## config.mk

```make
export PLATFORM = sky130hd
export DESIGN_NAME = two_button_press_duration_classifier_flat
export DESIGN_NICKNAME = d
export VERILOG_FILES = /design/src/rtl/tbpdc_pkg.sv /design/src/rtl/tbpdc_if.sv /design/src/rtl/two_button_press_duration_classifier.sv /design/src/flat_wrapper.sv
export SDC_FILE = /design/constraint.sdc
export NUM_CORES = 1
export LEC_CHECK = 0
export BUFFER_PORTS_ARGS = -buffer_cell sky130_fd_sc_hd__buf_2
export CAP_MARGIN = 0
export CORE_ASPECT_RATIO = 1.4
export CORE_UTILIZATION = 60
export CTS_CLUSTER_SIZE = 40
export DETAILED_ROUTE_END_ITERATION = 10
export GPL_ROUTABILITY_DRIVEN = 0
export GPL_TIMING_DRIVEN = 0
export HOLD_SLACK_MARGIN = 0.05
export PLACE_DENSITY = 0.87
export SYNTH_ARGS = -nofsm -noshare
export SYNTH_HDL_FRONTEND = slang
export SYNTH_SLANG_ARGS = --single-unit
```

## constraint.sdc

```tcl
create_clock -name clk -period 9.6 [get_ports clk]
set_input_delay 0.48 -clock clk [delete_from_list [all_inputs] [get_ports clk]]
set_output_delay 0.48 -clock clk [all_outputs]
set_load 0.02 [all_outputs]
```

## src/rtl/tbpdc_pkg.sv

```systemverilog
`timescale 1ns / 1ps

package tbpdc_pkg;

    localparam int TIME_BITS_DEF = 14;
    localparam int THR_W         = 14;
    localparam int CFG_IDX_W     = 4;
    localparam int MAX_EV        = 4;
    localparam int EV_IDX_W      = $clog2(MAX_EV);
    localparam int EV_CNT_W      = $clog2(MAX_EV + 1);

    localparam logic [THR_W-1:0] THR_LONG_RST  = THR_W'(5000);
    localparam logic [THR_W-1:0] THR_VLONG_RST = THR_W'(10000);

    localparam logic [CFG_IDX_W-1:0] REG_LONG_PRESS      = CFG_IDX_W'(0);
    localparam logic [CFG_IDX_W-1:0] REG_VERY_LONG_PRESS = CFG_IDX_W'(1);

    typedef enum logic [1:0] {
        G_NOT   = 2'd0,
        G_SHORT = 2'd1,
        G_LONG  = 2'd2,
        G_VLONG = 2'd3
    } grade_t;

    localparam logic [1:0] EAR_SMALL = 2'd0;
    localparam logic [1:0] EAR_BIG   = 2'd1;
    localparam logic [1:0] EAR_BOTH  = 2'd2;

    localparam logic KIND_PRESS   = 1'b0;
    localparam logic KIND_RELEASE = 1'b1;

    localparam logic [1:0] ORIENT_FRONT = 2'd1;
    localparam logic [1:0] ORIENT_DOWN  = 2'd2;

    localparam logic [2:0] CMD_NONE     = 3'd0;
    localparam logic [2:0] CMD_VOL_DOWN = 3'd1;
    localparam logic [2:0] CMD_VOL_UP   = 3'd2;
    localparam logic [2:0] CMD_SLEEP    = 3'd3;
    localparam logic [2:0] CMD_RESTART  = 3'd4;

    typedef struct packed {
        logic [1:0] ear;
        logic       kind;
        grade_t     length;
        logic [2:0] command;
    } evt_t;

    typedef struct packed {
        evt_t [MAX_EV-1:0]     evts;
        logic [EV_CNT_W-1:0]   cnt;
    } evt_group_t;

    function automatic logic [2:0] cmd_of(logic [1:0] ear, logic kind, grade_t len,
                                          logic [1:0] orient);
        logic [2:0] cmd;
        cmd = CMD_NONE;
        if (kind == KIND_PRESS)
        begin
            if (len == G_SHORT)
            begin
                if (ear == EAR_SMALL)
                    cmd = CMD_VOL_DOWN;
                else if (ear == EAR_BIG)
                    cmd = CMD_VOL_UP;
            end
            else if (len == G_VLONG && ear == EAR_BOTH)
            begin
                if (orient == ORIENT_FRONT)
                    cmd = CMD_SLEEP;
                else if (orient == ORIENT_DOWN)
                    cmd = CMD_RESTART;
            end
        end
        return cmd;
    endfunction

    function automatic evt_t make_evt(logic [1:0] ear, logic kind, grade_t len,
                                      logic [1:0] orient);
        evt_t e;
        e.ear     = ear;
        e.kind    = kind;
        e.length  = len;
        e.command = cmd_of(ear, kind, len, orient);
        return e;
    endfunction

endpackage

```

## src/rtl/tbpdc_if.sv

```systemverilog
`timescale 1ns / 1ps

interface tbpdc_tick_if;
    logic       valid;
    logic       ready;
    logic       small_pressed;
    logic       big_pressed;
    logic [1:0] orientation;

    modport source (output valid, small_pressed, big_pressed, orientation, input ready);
    modport sink   (input valid, small_pressed, big_pressed, orientation, output ready);
endinterface

interface tbpdc_evt_if;
    logic       valid;
    logic       ready;
    logic [1:0] ear;
    logic       kind;
    logic [1:0] length;
    logic [2:0] command;
    logic       last;

    modport source (output valid, ear, kind, length, command, last, input ready);
    modport sink   (input valid, ear, kind, length, command, last, output ready);
endinterface

interface tbpdc_cfg_if;
    import tbpdc_pkg::*;
    logic                 valid;
    logic                 ready;
    logic [CFG_IDX_W-1:0] index;
    logic [THR_W-1:0]     data;

    modport source (output valid, index, data, input ready);
    modport sink   (input valid, index, data, output ready);
endinterface

```

## src/rtl/two_button_press_duration_classifier.sv

```systemverilog
`timescale 1ns / 1ps

// Press duration classifier for a small and a big button with joint press detection.
// One tick item is taken per clock while the two-deep event queue has room, so a steady
// stream of ticks runs at one item per cycle as long as each tick raises at most one
// event and the sink keeps up; each event leaves on its own cycle while the sink is ready,
// so a tick with several events holds the port until all have left. The last event of a
// tick has last set; ticks without events produce nothing. Both thresholds are written
// through the configuration channel (index 0 long press, index 1 very long press,
// other indexes ignored) and should only change while no events are pending.

module two_button_press_duration_classifier #(
    parameter int TIME_BITS = tbpdc_pkg::TIME_BITS_DEF
) (
    input  logic        clk,
    input  logic        rst_n,
    tbpdc_tick_if.sink  tick,
    tbpdc_evt_if.source evt,
    tbpdc_cfg_if.sink   cfg
);
    import tbpdc_pkg::*;

    localparam int CMP_W = (TIME_BITS > THR_W) ? TIME_BITS : THR_W;
    localparam logic [TIME_BITS-1:0] HELD_MAX = {TIME_BITS{1'b1}};

    logic [THR_W-1:0]     long_reg, long_next;
    logic [THR_W-1:0]     vlong_reg, vlong_next;
    logic                 s_level_reg, b_level_reg;
    logic [TIME_BITS-1:0] s_held_reg, s_held_next;
    logic [TIME_BITS-1:0] b_held_reg, b_held_next;
    grade_t               s_grade_reg, s_grade_next;
    grade_t               b_grade_reg, b_grade_next;
    grade_t               both_grade_reg, both_grade_next;

    evt_group_t           grp_reg [2];
    logic                 wr_ptr_reg, rd_ptr_reg;
    logic [1:0]           gcnt_reg, gcnt_next;
    logic [EV_IDX_W-1:0]  idx_reg, idx_next;

    logic       accept, push, pop, head_last;
    logic       s_rel, b_rel, s_prom, b_prom;
    grade_t     s_grade_p, b_grade_p, both_p;
    evt_t       cand [MAX_EV];
    logic       cand_v [MAX_EV];
    evt_group_t grp_new;
    evt_group_t head;

    function automatic grade_t promote(logic lvl, logic ge_l, logic ge_vl, grade_t g);
        grade_t r;
        r = g;
        if (lvl && ge_vl && g == G_LONG)
            r = G_VLONG;
        else if (lvl && ge_l && g == G_SHORT)
            r = G_LONG;
        else if (lvl && g == G_NOT)
            r = G_SHORT;
        return r;
    endfunction

    // configuration
    assign cfg.ready = 1'b1;

    always_comb
    begin
        long_next  = long_reg;
        vlong_next = vlong_reg;
        if (cfg.valid)
        begin
            case (cfg.index)
                REG_LONG_PRESS:      long_next  = cfg.data;
                REG_VERY_LONG_PRESS: vlong_next = cfg.data;
                default: ;
            endcase
        end
    end

    // tick evaluation
    assign tick.ready = (gcnt_reg != 2'd2);
    assign accept     = tick.valid && tick.ready;

    always_comb
    begin
        logic s_chg, b_chg;
        s_chg       = tick.small_pressed != s_level_reg;
        b_chg       = tick.big_pressed != b_level_reg;
        s_rel       = s_chg && !tick.small_pressed;
        b_rel       = b_chg && !tick.big_pressed;
        s_held_next = s_chg ? '0 : ((s_held_reg == HELD_MAX) ? s_held_reg
                                                             : s_held_reg + 1'b1);
        b_held_next = b_chg ? '0 : ((b_held_reg == HELD_MAX) ? b_held_reg
                                                             : b_held_reg + 1'b1);
        s_grade_p = promote(tick.small_pressed,
                            CMP_W'(s_held_next) >= CMP_W'(long_reg),
                            CMP_W'(s_held_next) >= CMP_W'(vlong_reg), s_grade_reg);
        b_grade_p = promote(tick.big_pressed,
                            CMP_W'(b_held_next) >= CMP_W'(long_reg),
                            CMP_W'(b_held_next) >= CMP_W'(vlong_reg), b_grade_reg);
        s_prom = s_grade_p != s_grade_reg;
        b_prom = b_grade_p != b_grade_reg;

        cand_v[0] = s_prom && !b_level_reg && b_grade_reg == G_NOT;
        cand[0]   = make_evt(EAR_SMALL, KIND_PRESS, s_grade_p, tick.orientation);
        cand_v[1] = b_prom && !tick.small_pressed && s_grade_p == G_NOT;
        cand[1]   = make_evt(EAR_BIG, KIND_PRESS, b_grade_p, tick.orientation);

        both_p = both_grade_reg;
        if (s_grade_p == G_VLONG && b_grade_p == G_VLONG && both_grade_reg == G_LONG)
            both_p = G_VLONG;
        else if (s_grade_p == G_LONG && b_grade_p == G_LONG && both_grade_reg == G_SHORT)
            both_p = G_LONG;
        else if (s_grade_p == G_SHORT && b_grade_p == G_SHORT && both_grade_reg == G_NOT)
            both_p = G_SHORT;
        cand_v[2] = both_p != both_grade_reg;
        cand[2]   = make_evt(EAR_BOTH, KIND_PRESS, both_p, tick.orientation);

        s_grade_next    = s_grade_p;
        b_grade_next    = b_grade_p;
        both_grade_next = both_p;
        cand_v[3]       = 1'b0;
        cand[3]         = make_evt(EAR_SMALL, KIND_RELEASE, s_grade_p, tick.orientation);
        if (both_p == G_NOT)
        begin
            if (s_rel)
            begin
                cand_v[3]    = 1'b1;
                s_grade_next = G_NOT;
            end
            else if (b_rel)
            begin
                cand_v[3]    = 1'b1;
                cand[3]      = make_evt(EAR_BIG, KIND_RELEASE, b_grade_p, tick.orientation);
                b_grade_next = G_NOT;
            end
        end
        else if (s_rel || b_rel)
        begin
            cand_v[3]       = 1'b1;
            cand[3]         = make_evt(EAR_BOTH, KIND_RELEASE, both_p, tick.orientation);
            s_grade_next    = G_NOT;
            b_grade_next    = G_NOT;
            both_grade_next = G_NOT;
        end
    end

    // pack the events of this tick in order
    always_comb
    begin
        grp_new = '0;
        for (int i = 0; i < MAX_EV; i++)
        begin
            if (cand_v[i])
            begin
                grp_new.evts[grp_new.cnt[EV_IDX_W-1:0]] = cand[i];
                grp_new.cnt = grp_new.cnt + 1'b1;
            end
        end
    end

    // event queue
    assign head      = grp_reg[rd_ptr_reg];
    assign head_last = ({1'b0, idx_reg} == EV_CNT_W'(head.cnt - 1'b1));
    assign push      = accept && (grp_new.cnt != '0);
    assign pop       = evt.valid && evt.ready && head_last;

    always_comb
    begin
        gcnt_next = gcnt_reg;
        if (push && !pop)
            gcnt_next = gcnt_reg + 1'b1;
        else if (pop && !push)
            gcnt_next = gcnt_reg - 1'b1;
        idx_next = idx_reg;
        if (pop)
            idx_next = '0;
        else if (evt.valid && evt.ready)
            idx_next = idx_reg + 1'b1;
    end

    assign evt.valid   = (gcnt_reg != 2'd0);
    assign evt.ear     = head.evts[idx_reg].ear;
    assign evt.kind    = head.evts[idx_reg].kind;
    assign evt.length  = head.evts[idx_reg].length;
    assign evt.command = head.evts[idx_reg].command;
    assign evt.last    = head_last;

    always_ff @(posedge clk or negedge rst_n)
    begin
        if (!rst_n)
        begin
            long_reg       <= THR_LONG_RST;
            vlong_reg      <= THR_VLONG_RST;
            s_level_reg    <= 1'b0;
            b_level_reg    <= 1'b0;
            s_held_reg     <= '0;
            b_held_reg     <= '0;
            s_grade_reg    <= G_NOT;
            b_grade_reg    <= G_NOT;
            both_grade_reg <= G_NOT;
            wr_ptr_reg     <= 1'b0;
            rd_ptr_reg     <= 1'b0;
            gcnt_reg       <= 2'd0;
            idx_reg        <= '0;
        end
        else
        begin
            long_reg  <= long_next;
            vlong_reg <= vlong_next;
            if (accept)
            begin
                s_level_reg    <= tick.small_pressed;
                b_level_reg    <= tick.big_pressed;
                s_held_reg     <= s_held_next;
                b_held_reg     <= b_held_next;
                s_grade_reg    <= s_grade_next;
                b_grade_reg    <= b_grade_next;
                both_grade_reg <= both_grade_next;
            end
            if (push)
                wr_ptr_reg <= !wr_ptr_reg;
            if (pop)
                rd_ptr_reg <= !rd_ptr_reg;
            gcnt_reg <= gcnt_next;
            idx_reg  <= idx_next;
        end
    end

    always_ff @(posedge clk)
    begin
        if (push)
            grp_reg[wr_ptr_reg] <= grp_new;
    end

endmodule

```

## src/flat_wrapper.sv

```systemverilog
// flat-port wrapper written by rule: the top's interface ports become plain ports
module two_button_press_duration_classifier_flat import tbpdc_pkg::*;
#(
    parameter int TIME_BITS = tbpdc_pkg::TIME_BITS_DEF
)
  (clk, rst_n, tick_valid, tick_small_pressed, tick_big_pressed, tick_orientation, tick_ready, evt_valid, evt_ear, evt_kind, evt_length, evt_command, evt_last, evt_ready, cfg_valid, cfg_index, cfg_data, cfg_ready);
  tbpdc_tick_if tick_i ();
  tbpdc_evt_if evt_i ();
  tbpdc_cfg_if cfg_i ();
  input  logic clk;
  input  logic rst_n;
  input wire logic [$bits(tick_i.valid)-1:0] tick_valid;
  input wire logic [$bits(tick_i.small_pressed)-1:0] tick_small_pressed;
  input wire logic [$bits(tick_i.big_pressed)-1:0] tick_big_pressed;
  input wire logic [$bits(tick_i.orientation)-1:0] tick_orientation;
  output wire logic [$bits(tick_i.ready)-1:0] tick_ready;
  output wire logic [$bits(evt_i.valid)-1:0] evt_valid;
  output wire logic [$bits(evt_i.ear)-1:0] evt_ear;
  output wire logic [$bits(evt_i.kind)-1:0] evt_kind;
  output wire logic [$bits(evt_i.length)-1:0] evt_length;
  output wire logic [$bits(evt_i.command)-1:0] evt_command;
  output wire logic [$bits(evt_i.last)-1:0] evt_last;
  input wire logic [$bits(evt_i.ready)-1:0] evt_ready;
  input wire logic [$bits(cfg_i.valid)-1:0] cfg_valid;
  input wire logic [$bits(cfg_i.index)-1:0] cfg_index;
  input wire logic [$bits(cfg_i.data)-1:0] cfg_data;
  output wire logic [$bits(cfg_i.ready)-1:0] cfg_ready;
  assign tick_i.valid = tick_valid;
  assign tick_i.small_pressed = tick_small_pressed;
  assign tick_i.big_pressed = tick_big_pressed;
  assign tick_i.orientation = tick_orientation;
  assign tick_ready = tick_i.ready;
  assign evt_valid = evt_i.valid;
  assign evt_ear = evt_i.ear;
  assign evt_kind = evt_i.kind;
  assign evt_length = evt_i.length;
  assign evt_command = evt_i.command;
  assign evt_last = evt_i.last;
  assign evt_i.ready = evt_ready;
  assign cfg_i.valid = cfg_valid;
  assign cfg_i.index = cfg_index;
  assign cfg_i.data = cfg_data;
  assign cfg_ready = cfg_i.ready;
  two_button_press_duration_classifier #(.TIME_BITS(TIME_BITS)) u_core (.clk(clk), .rst_n(rst_n), .tick(tick_i), .evt(evt_i), .cfg(cfg_i));
endmodule
```

== Word-level counts from Yosys, hierarchy flattened ==
Memories as Yosys holds them, arrays and structs flattened.
Cells that the tools add are included.

* Register bits after elaboration: 70
* Bits in writable memories: 70
* Input port bits: 27
* Output and inout bits: 12
* Memories: 1

* Add/sub/neg operators: 9
* Magnitude comparators: 11
* Eq/ne operators: 26
* Mux-type cells: 57
* Reductions and logical operators: 51

{| class="wikitable"
|+ Memories
! memory !! words !! bits a word !! read ports !! clocked after Yosys merged registers in !! write ports !! RTL line !! source
|-
| u_core.grp_reg || 2 || 35 || 1 || 0 || 1 || two_button_press_duration_classifier.sv:35 || <nowiki>evt_group_t grp_reg [2];</nowiki>
|}

{| class="wikitable"
|+ Operator list
! cell !! number
|-
| 35-bit 2-to-1 mux || 3
|-
| 32-bit bitwise mux || 3
|-
| 8-bit 2-to-1 mux || 8
|-
| 14-bit >= comparator || 4
|-
| 14-bit 2-to-1 mux || 4
|-
| 8-bit demux with 2-bit select || 3
|-
| 2-bit 2-to-1 mux || 23
|-
| 1-bit logical AND || 31
|-
| 14-bit by 1-bit adder with 14-bit output (second input constant) || 2
|-
| 14-bit == test (second input constant) || 2
|-
| 2-bit == test (second input constant) || 9
|-
| 8-bit binary-select mux with 2-bit select || 1
|-
| 2-bit by 1-bit == test with 1-bit output (second input constant) || 7
|-
| 2-bit by 3-bit < comparator with 1-bit output (second input constant) || 4
|-
| 3-bit 2-to-1 mux || 4
|-
| 2-bit zero test || 5
|-
| 3-bit by 1-bit adder with 3-bit output (second input constant) || 3
|-
| 1-bit zero test || 7
|-
| 1-bit 2-to-1 mux || 7
|-
| 7-bit 2-to-1 mux || 1
|-
| 2-bit by 1-bit >= comparator with 1-bit output (second input constant) || 3
|-
| 2-bit != test || 3
|-
| 2-bit nonzero test || 3
|-
| 2-bit by 1-bit adder with 2-bit output (second input constant) || 2
|-
| 10 further kinds || 12
|}

== Depth between registers and ports, before layout ==
* Depth in word-level cells: 36
* Gate-level depth with buffers: 30
* Depth with buffers taken out: 30

== Least setup slack after synthesis ==
Ideal clock, no wire load.

* Path type: input to register
* Start: input port tick_small_pressed
* End: memory u_core.grp_reg[0][0] (netlist name) (enable)
* Arrival time: 6.981 ns
* Required time: 9.136 ns
* Setup slack: 2.155 ns
* Stages: 21
* Path buffers: 1
* Cells stage by stage: inv_1 -> ha_1 -> inv_1 -> clkbuf_1 -> nor2_1 -> ha_1 -> nand2_1 -> or2_1 -> or3_1 -> o221ai_1 -> o31ai_1 -> a2111o_1 -> inv_1 -> ha_1 -> or3_1 -> and2_1 -> ha_1 -> nor2_1 -> inv_1 -> a22oi_1 -> nor3_1

* Longest elaborated chain between the ends: 21
* Elaborated cells on any way between the ends: 49
* Classes of those cells: add/sub (3); order compare (2); eq/ne (6); mux (16); reduce/logical (22)

{| class="wikitable"
|+ Ends and longest elaborated chain
! item !! RTL line !! source
|-
| start, declared || flat_wrapper.sv:13 || <nowiki>input wire logic [$bits(tick_i.small_pressed)-1:0] tick_small_pressed;</nowiki>
|-
| 1-bit != test * || two_button_press_duration_classifier.sv:84 || <nowiki>s_chg = tick.small_pressed != s_level_reg;</nowiki>
|-
| 14-bit 2-to-1 mux * || two_button_press_duration_classifier.sv:88 || <nowiki>s_held_next = s_chg ? '0 : ((s_held_reg == HELD_MAX) ? s_held_reg</nowiki>
|-
| named net u_core.s_held_next[13] || two_button_press_duration_classifier.sv:29 || <nowiki>logic [TIME_BITS-1:0] s_held_reg, s_held_next;</nowiki>
|-
| 14-bit >= comparator || two_button_press_duration_classifier.sv:93 || <nowiki>CMP_W'(s_held_next) >= CMP_W'(long_reg),</nowiki>
|-
| 1-bit logical AND (2 in series) || two_button_press_duration_classifier.sv:53 || <nowiki>else if (lvl && ge_l && g == G_SHORT)</nowiki>
|-
| 2-bit 2-to-1 mux || two_button_press_duration_classifier.sv:53 ||
|-
| 2-bit 2-to-1 mux * || two_button_press_duration_classifier.sv:51 || <nowiki>if (lvl && ge_vl && g == G_LONG)</nowiki>
|-
| 2-bit != test / 2-bit by 1-bit == test with 1-bit output (equally long branches) || two_button_press_duration_classifier.sv:98, two_button_press_duration_classifier.sv:111 ||
|-
| [... 5 more ...] || -- ||
|-
| 3-bit by 1-bit adder with 3-bit output / 2-bit != test (equally long branches) || two_button_press_duration_classifier.sv:154, two_button_press_duration_classifier.sv:113 ||
|-
| 35-bit 2-to-1 mux || two_button_press_duration_classifier.sv:151 || <nowiki>if (cand_v[i])</nowiki>
|-
| 3-bit by 1-bit adder with 3-bit output || two_button_press_duration_classifier.sv:154 || <nowiki>grp_new.cnt = grp_new.cnt + 1'b1;</nowiki>
|-
| 35-bit 2-to-1 mux * || two_button_press_duration_classifier.sv:151 ||
|-
| 3-bit nonzero test * || two_button_press_duration_classifier.sv:162 || <nowiki>assign push = accept && (grp_new.cnt != '0);</nowiki>
|-
| 1-bit logical AND * || two_button_press_duration_classifier.sv:162 ||
|-
| 1-bit 2-to-1 mux * || two_button_press_duration_classifier.sv:229 || <nowiki>if (push)</nowiki>
|-
| 1-bit 2-to-1 mux (implied by the code) * || two_button_press_duration_classifier.sv:230 || <nowiki>grp_reg[wr_ptr_reg] <= grp_new;</nowiki>
|-
| end, declared || two_button_press_duration_classifier.sv:35 ||
|}

Mark *: on every way through the listed nets, which the timed path passes. The rest lies on a longest branch.

== Worst setup path after layout ==
* Start: register u_core.s_held_reg[8]
* End: memory u_core.grp_reg[1][11] (netlist name) (enable)

* Longest elaborated chain between the ends: 22
* Elaborated cells on any way between the ends: 43
* Classes of those cells: add/sub (4); order compare (2); eq/ne (6); mux (14); reduce/logical (17)

{| class="wikitable"
|+ Ends and longest elaborated chain
! item !! RTL line !! source
|-
| start, declared || two_button_press_duration_classifier.sv:29 ||
|-
| start signal, assigned || two_button_press_duration_classifier.sv:212 || <nowiki>s_held_reg <= s_held_next;</nowiki>
|-
| 14-bit == test * || two_button_press_duration_classifier.sv:88 ||
|-
| 14-bit 2-to-1 mux * (2 in series) || two_button_press_duration_classifier.sv:88 ||
|-
| named net u_core.s_held_next[7] || two_button_press_duration_classifier.sv:29 ||
|-
| 14-bit >= comparator || two_button_press_duration_classifier.sv:93 ||
|-
| 1-bit logical AND (2 in series) || two_button_press_duration_classifier.sv:53 ||
|-
| 2-bit 2-to-1 mux || two_button_press_duration_classifier.sv:53 ||
|-
| 2-bit 2-to-1 mux * || two_button_press_duration_classifier.sv:51 ||
|-
| 2-bit != test / 2-bit by 1-bit == test with 1-bit output (equally long branches) || two_button_press_duration_classifier.sv:98, two_button_press_duration_classifier.sv:111 ||
|-
| [... 5 more ...] || -- ||
|-
| 3-bit by 1-bit adder with 3-bit output / 2-bit != test (equally long branches) || two_button_press_duration_classifier.sv:154, two_button_press_duration_classifier.sv:113 ||
|-
| 35-bit 2-to-1 mux || two_button_press_duration_classifier.sv:151 ||
|-
| 3-bit by 1-bit adder with 3-bit output || two_button_press_duration_classifier.sv:154 ||
|-
| 35-bit 2-to-1 mux * || two_button_press_duration_classifier.sv:151 ||
|-
| 3-bit nonzero test * || two_button_press_duration_classifier.sv:162 ||
|-
| 1-bit logical AND * || two_button_press_duration_classifier.sv:162 ||
|-
| 1-bit 2-to-1 mux * || two_button_press_duration_classifier.sv:229 ||
|-
| 1-bit 2-to-1 mux (implied by the code) * || two_button_press_duration_classifier.sv:230 ||
|}

Marked as above.

==> impl_metrics.tcl <==
set metrics [dict create \
    failed_checks "design-rule violations" \
    skew_ns 0.0173 \
    fin_crit_sh 0.758 \
    drtPass1Iterations 8 \
    rsz0062_at_grt "no" \
    rows 50 \
    grt.overflow.total 0 \
    nNetsFinal 925 \
    dieArea_um2 14100 \
    status "finished, violations left" \
    synth_edf_count 66 \
    syn_nets 862 \
    path_class "reg -> reg" \
    post-cts-setup-buffers 0 \
    cts_buffers 17 \
    clk_latency_ns 0.43 \
    route.detailed.drc 1 \
    worst_slack_ns 2.32 \
    synthFlopType "edfxtp_1" \
    hold_viol 0 \
    required_ns 9.73 \
    grt_pass1_wl_um 33100 \
    relSlewSlack 0.298 \
    ys_seq_area_frac 0.458 \
    async_reset_ff_frac 0.515 \
    netlist_instances 769 \
    finalInstanceArea_um2 9310 \
    drive_gt1_frac 0.191 \
    finalHoldWorstSlack_ns 0.0634 \
    fillers 960 \
    die_x_um 101 \
    cts_htree_levels 4 \
    power_density_nw_per_um2 271 \
    viasPerCell 6.29 \
    netlist_area_um2 8180 \
    fmax_mhz 137 \
    max_cap_viol_count 0 \
    ir_worst_vdd_mv 0.164 \
    cp_slowest_cell "nor3_2" \
    period_needed_ns 7.28 \
    clk_pin_slew_ns 0.06 \
    final_cell_mix "86 x nand2_1, 66 x ha_1, 66 x edfxtp_1" \
    first_global_vias 6577 \
    worst_setup_path_end_kind "register" \
    postRouteAntennaNets 0 \
    setup-tns-final_ns 0 \
    ctsHoldBuffers 0 \
    tightest_slew_ns 1.05 \
    largest_register_ffs 66 \
    finalMaxSlewViolations 0 \
    grt_start_max_net_pins 71 \
    initial_utilization 0.614 \
    cts_root_buffer "clkbuf_16" \
    ctsResizeCount 0 \
    grt_antenna_before_repair 0 \
    area_growth_pct 13.8 \
    p_leak_nw 3.97 \
    postSynthAreaPerCell_um2 10.6 \
    wl_per_cell_um 19.8 \
    wl_um 20300 \
    dpl_cell_area_um2 8700 \
    num_io_pins 39 \
    core_um2 13300 \
    antenna_cells 0 \
    yosysWarnings 0 \
    cp.arrival_ns 7.41 \
    dp_hpwl_um 14300 \
    mostFrequentLayoutCell "nand2_1" \
    ys_types 75 \
    place_ws_ns 2.48 \
    io_buffers 37 \
    critPathMaxStageDelay_ns 0.81 \
    critPathLaunch "u_core.s_held_reg[8]" \
    vias 6458 \
    ys_ff_latch 136 \
    initialDrtViolationCount 416 \
    finalSetupViolCount 0 \
    clockBufferDepth 2 \
    hp-class "in -> async" \
    tritoncts "built" \
    grt_use_total 0.313 \
    critPathMaxFanout 12 \
    cts.sinks 136 \
    die_y_um 140 \
    reg2reg_from "u_core.s_held_reg[8]" \
    startpoint_type "register" \
]
[synthesized netlist by cell type, types with 8 or more instances]
| library cell | number | share of area |
|---|---|---|
| nand4_1 | 14 | 0.011 |
| edfxtp_1 | 66 | 0.24 |
| mux4_2 | 15 | 0.041 |
| o31ai_1 | 20 | 0.018 |
| a31oi_1 | 9 | 0.0069 |
| nor3_1 | 16 | 0.0098 |
| dfrtp_1 | 60 | 0.18 |
| xnor2_1 | 14 | 0.015 |
| ha_1 | 66 | 0.10 |
| clkbuf_1 | 20 | 0.0092 |
| mux2i_1 | 9 | 0.011 |
| o21ai_0 | 51 | 0.031 |
| xor2_1 | 10 | 0.011 |
| mux2_2 | 32 | 0.044 |
| nor2_1 | 60 | 0.028 |
| dfstp_2 | 10 | 0.032 |
| nand2_1 | 86 | 0.039 |
| or2_2 | 8 | 0.0061 |
| inv_1 | 50 | 0.023 |
| nand3_1 | 17 | 0.010 |
| a21oi_1 | 22 | 0.013 |
[metrics by stage]
stage	std cells	utilization	power, W
final	1027	0.699	0.00252
after global routing	1027	0.699	0.00266
after CTS	1026	0.698	0.00252
after detailed placement	994	0.653	0.00183
after global placement	988	0.645	0.00176
after floorplan	769	-	0.00154
[cells by family (layout without fill, tap and decap cells)]
group,count (synthesis),in the layout,synth area share
compound gates,158,158,0.130
xor+xnor,24,24,0.0257
fa+ha+maj,66,66,0.101
buf+inv,76,152,0.0353
flops,136,136,0.458
mux,57,57,0.0977
other cells,1,1,0.000458
simple gates,251,251,0.152
[cell type report]
type	count	area, um^2	area share
Sequential cell	136	3750	0.402
Inverter	52	195	0.0210
Tap cell	182	228	0.0245
Clock inverter	14	169	0.0181
Clock buffer	18	439	0.0472
Buffer	24	93.8	0.0101
Timing Repair Buffer	44	284	0.0305
Multi-Input combinational cell	557	4160	0.446
[critical path, delay by kind of cell (launching register included)]
family                   cells  cell delay, ns
flip-flops                   1            0.46
AND/OR/NAND/NOR             11            3.02
adder cells (fa/ha/maj)      3            0.93
buffers and inverters        4            0.73
AO/OA/AOI/OAI                6            1.59
XOR/XNOR                     1            0.22
[report_power, final]
part           total [W]  switching (W)  internal, W
Combinational   0.000977       0.000597     0.000380
Sequential      0.000865      0.0000720     0.000793
Clock           0.000679       0.000262     0.000417
[metal layers]
metal,global-route usage,routed length (um),up-vias
met5,0,0,-
met4,0.241,1530,0
met3,0.0724,1020,103
met2,0.538,10700,264
met1,0.326,7100,3133
li1,-,-,2958
[final timing paths]
kind | to | slack, ns | cells after the start
max | u_core.grp_reg[1][11] | 2.32 | 25
max reg2reg | u_core.grp_reg[1][11] | 2.32 | 25
min reg2reg | u_core.gcnt_reg[1] | 0.48 | 1
max in group asynchronous | u_core.long_reg[3] | 9.20 | 2
min in group clk | u_core.long_reg[11] | 0.27 | 3
min | u_core.b_held_reg[10] | 0.06 | 2
Note: power is estimated with default switching activity, not from simulation.
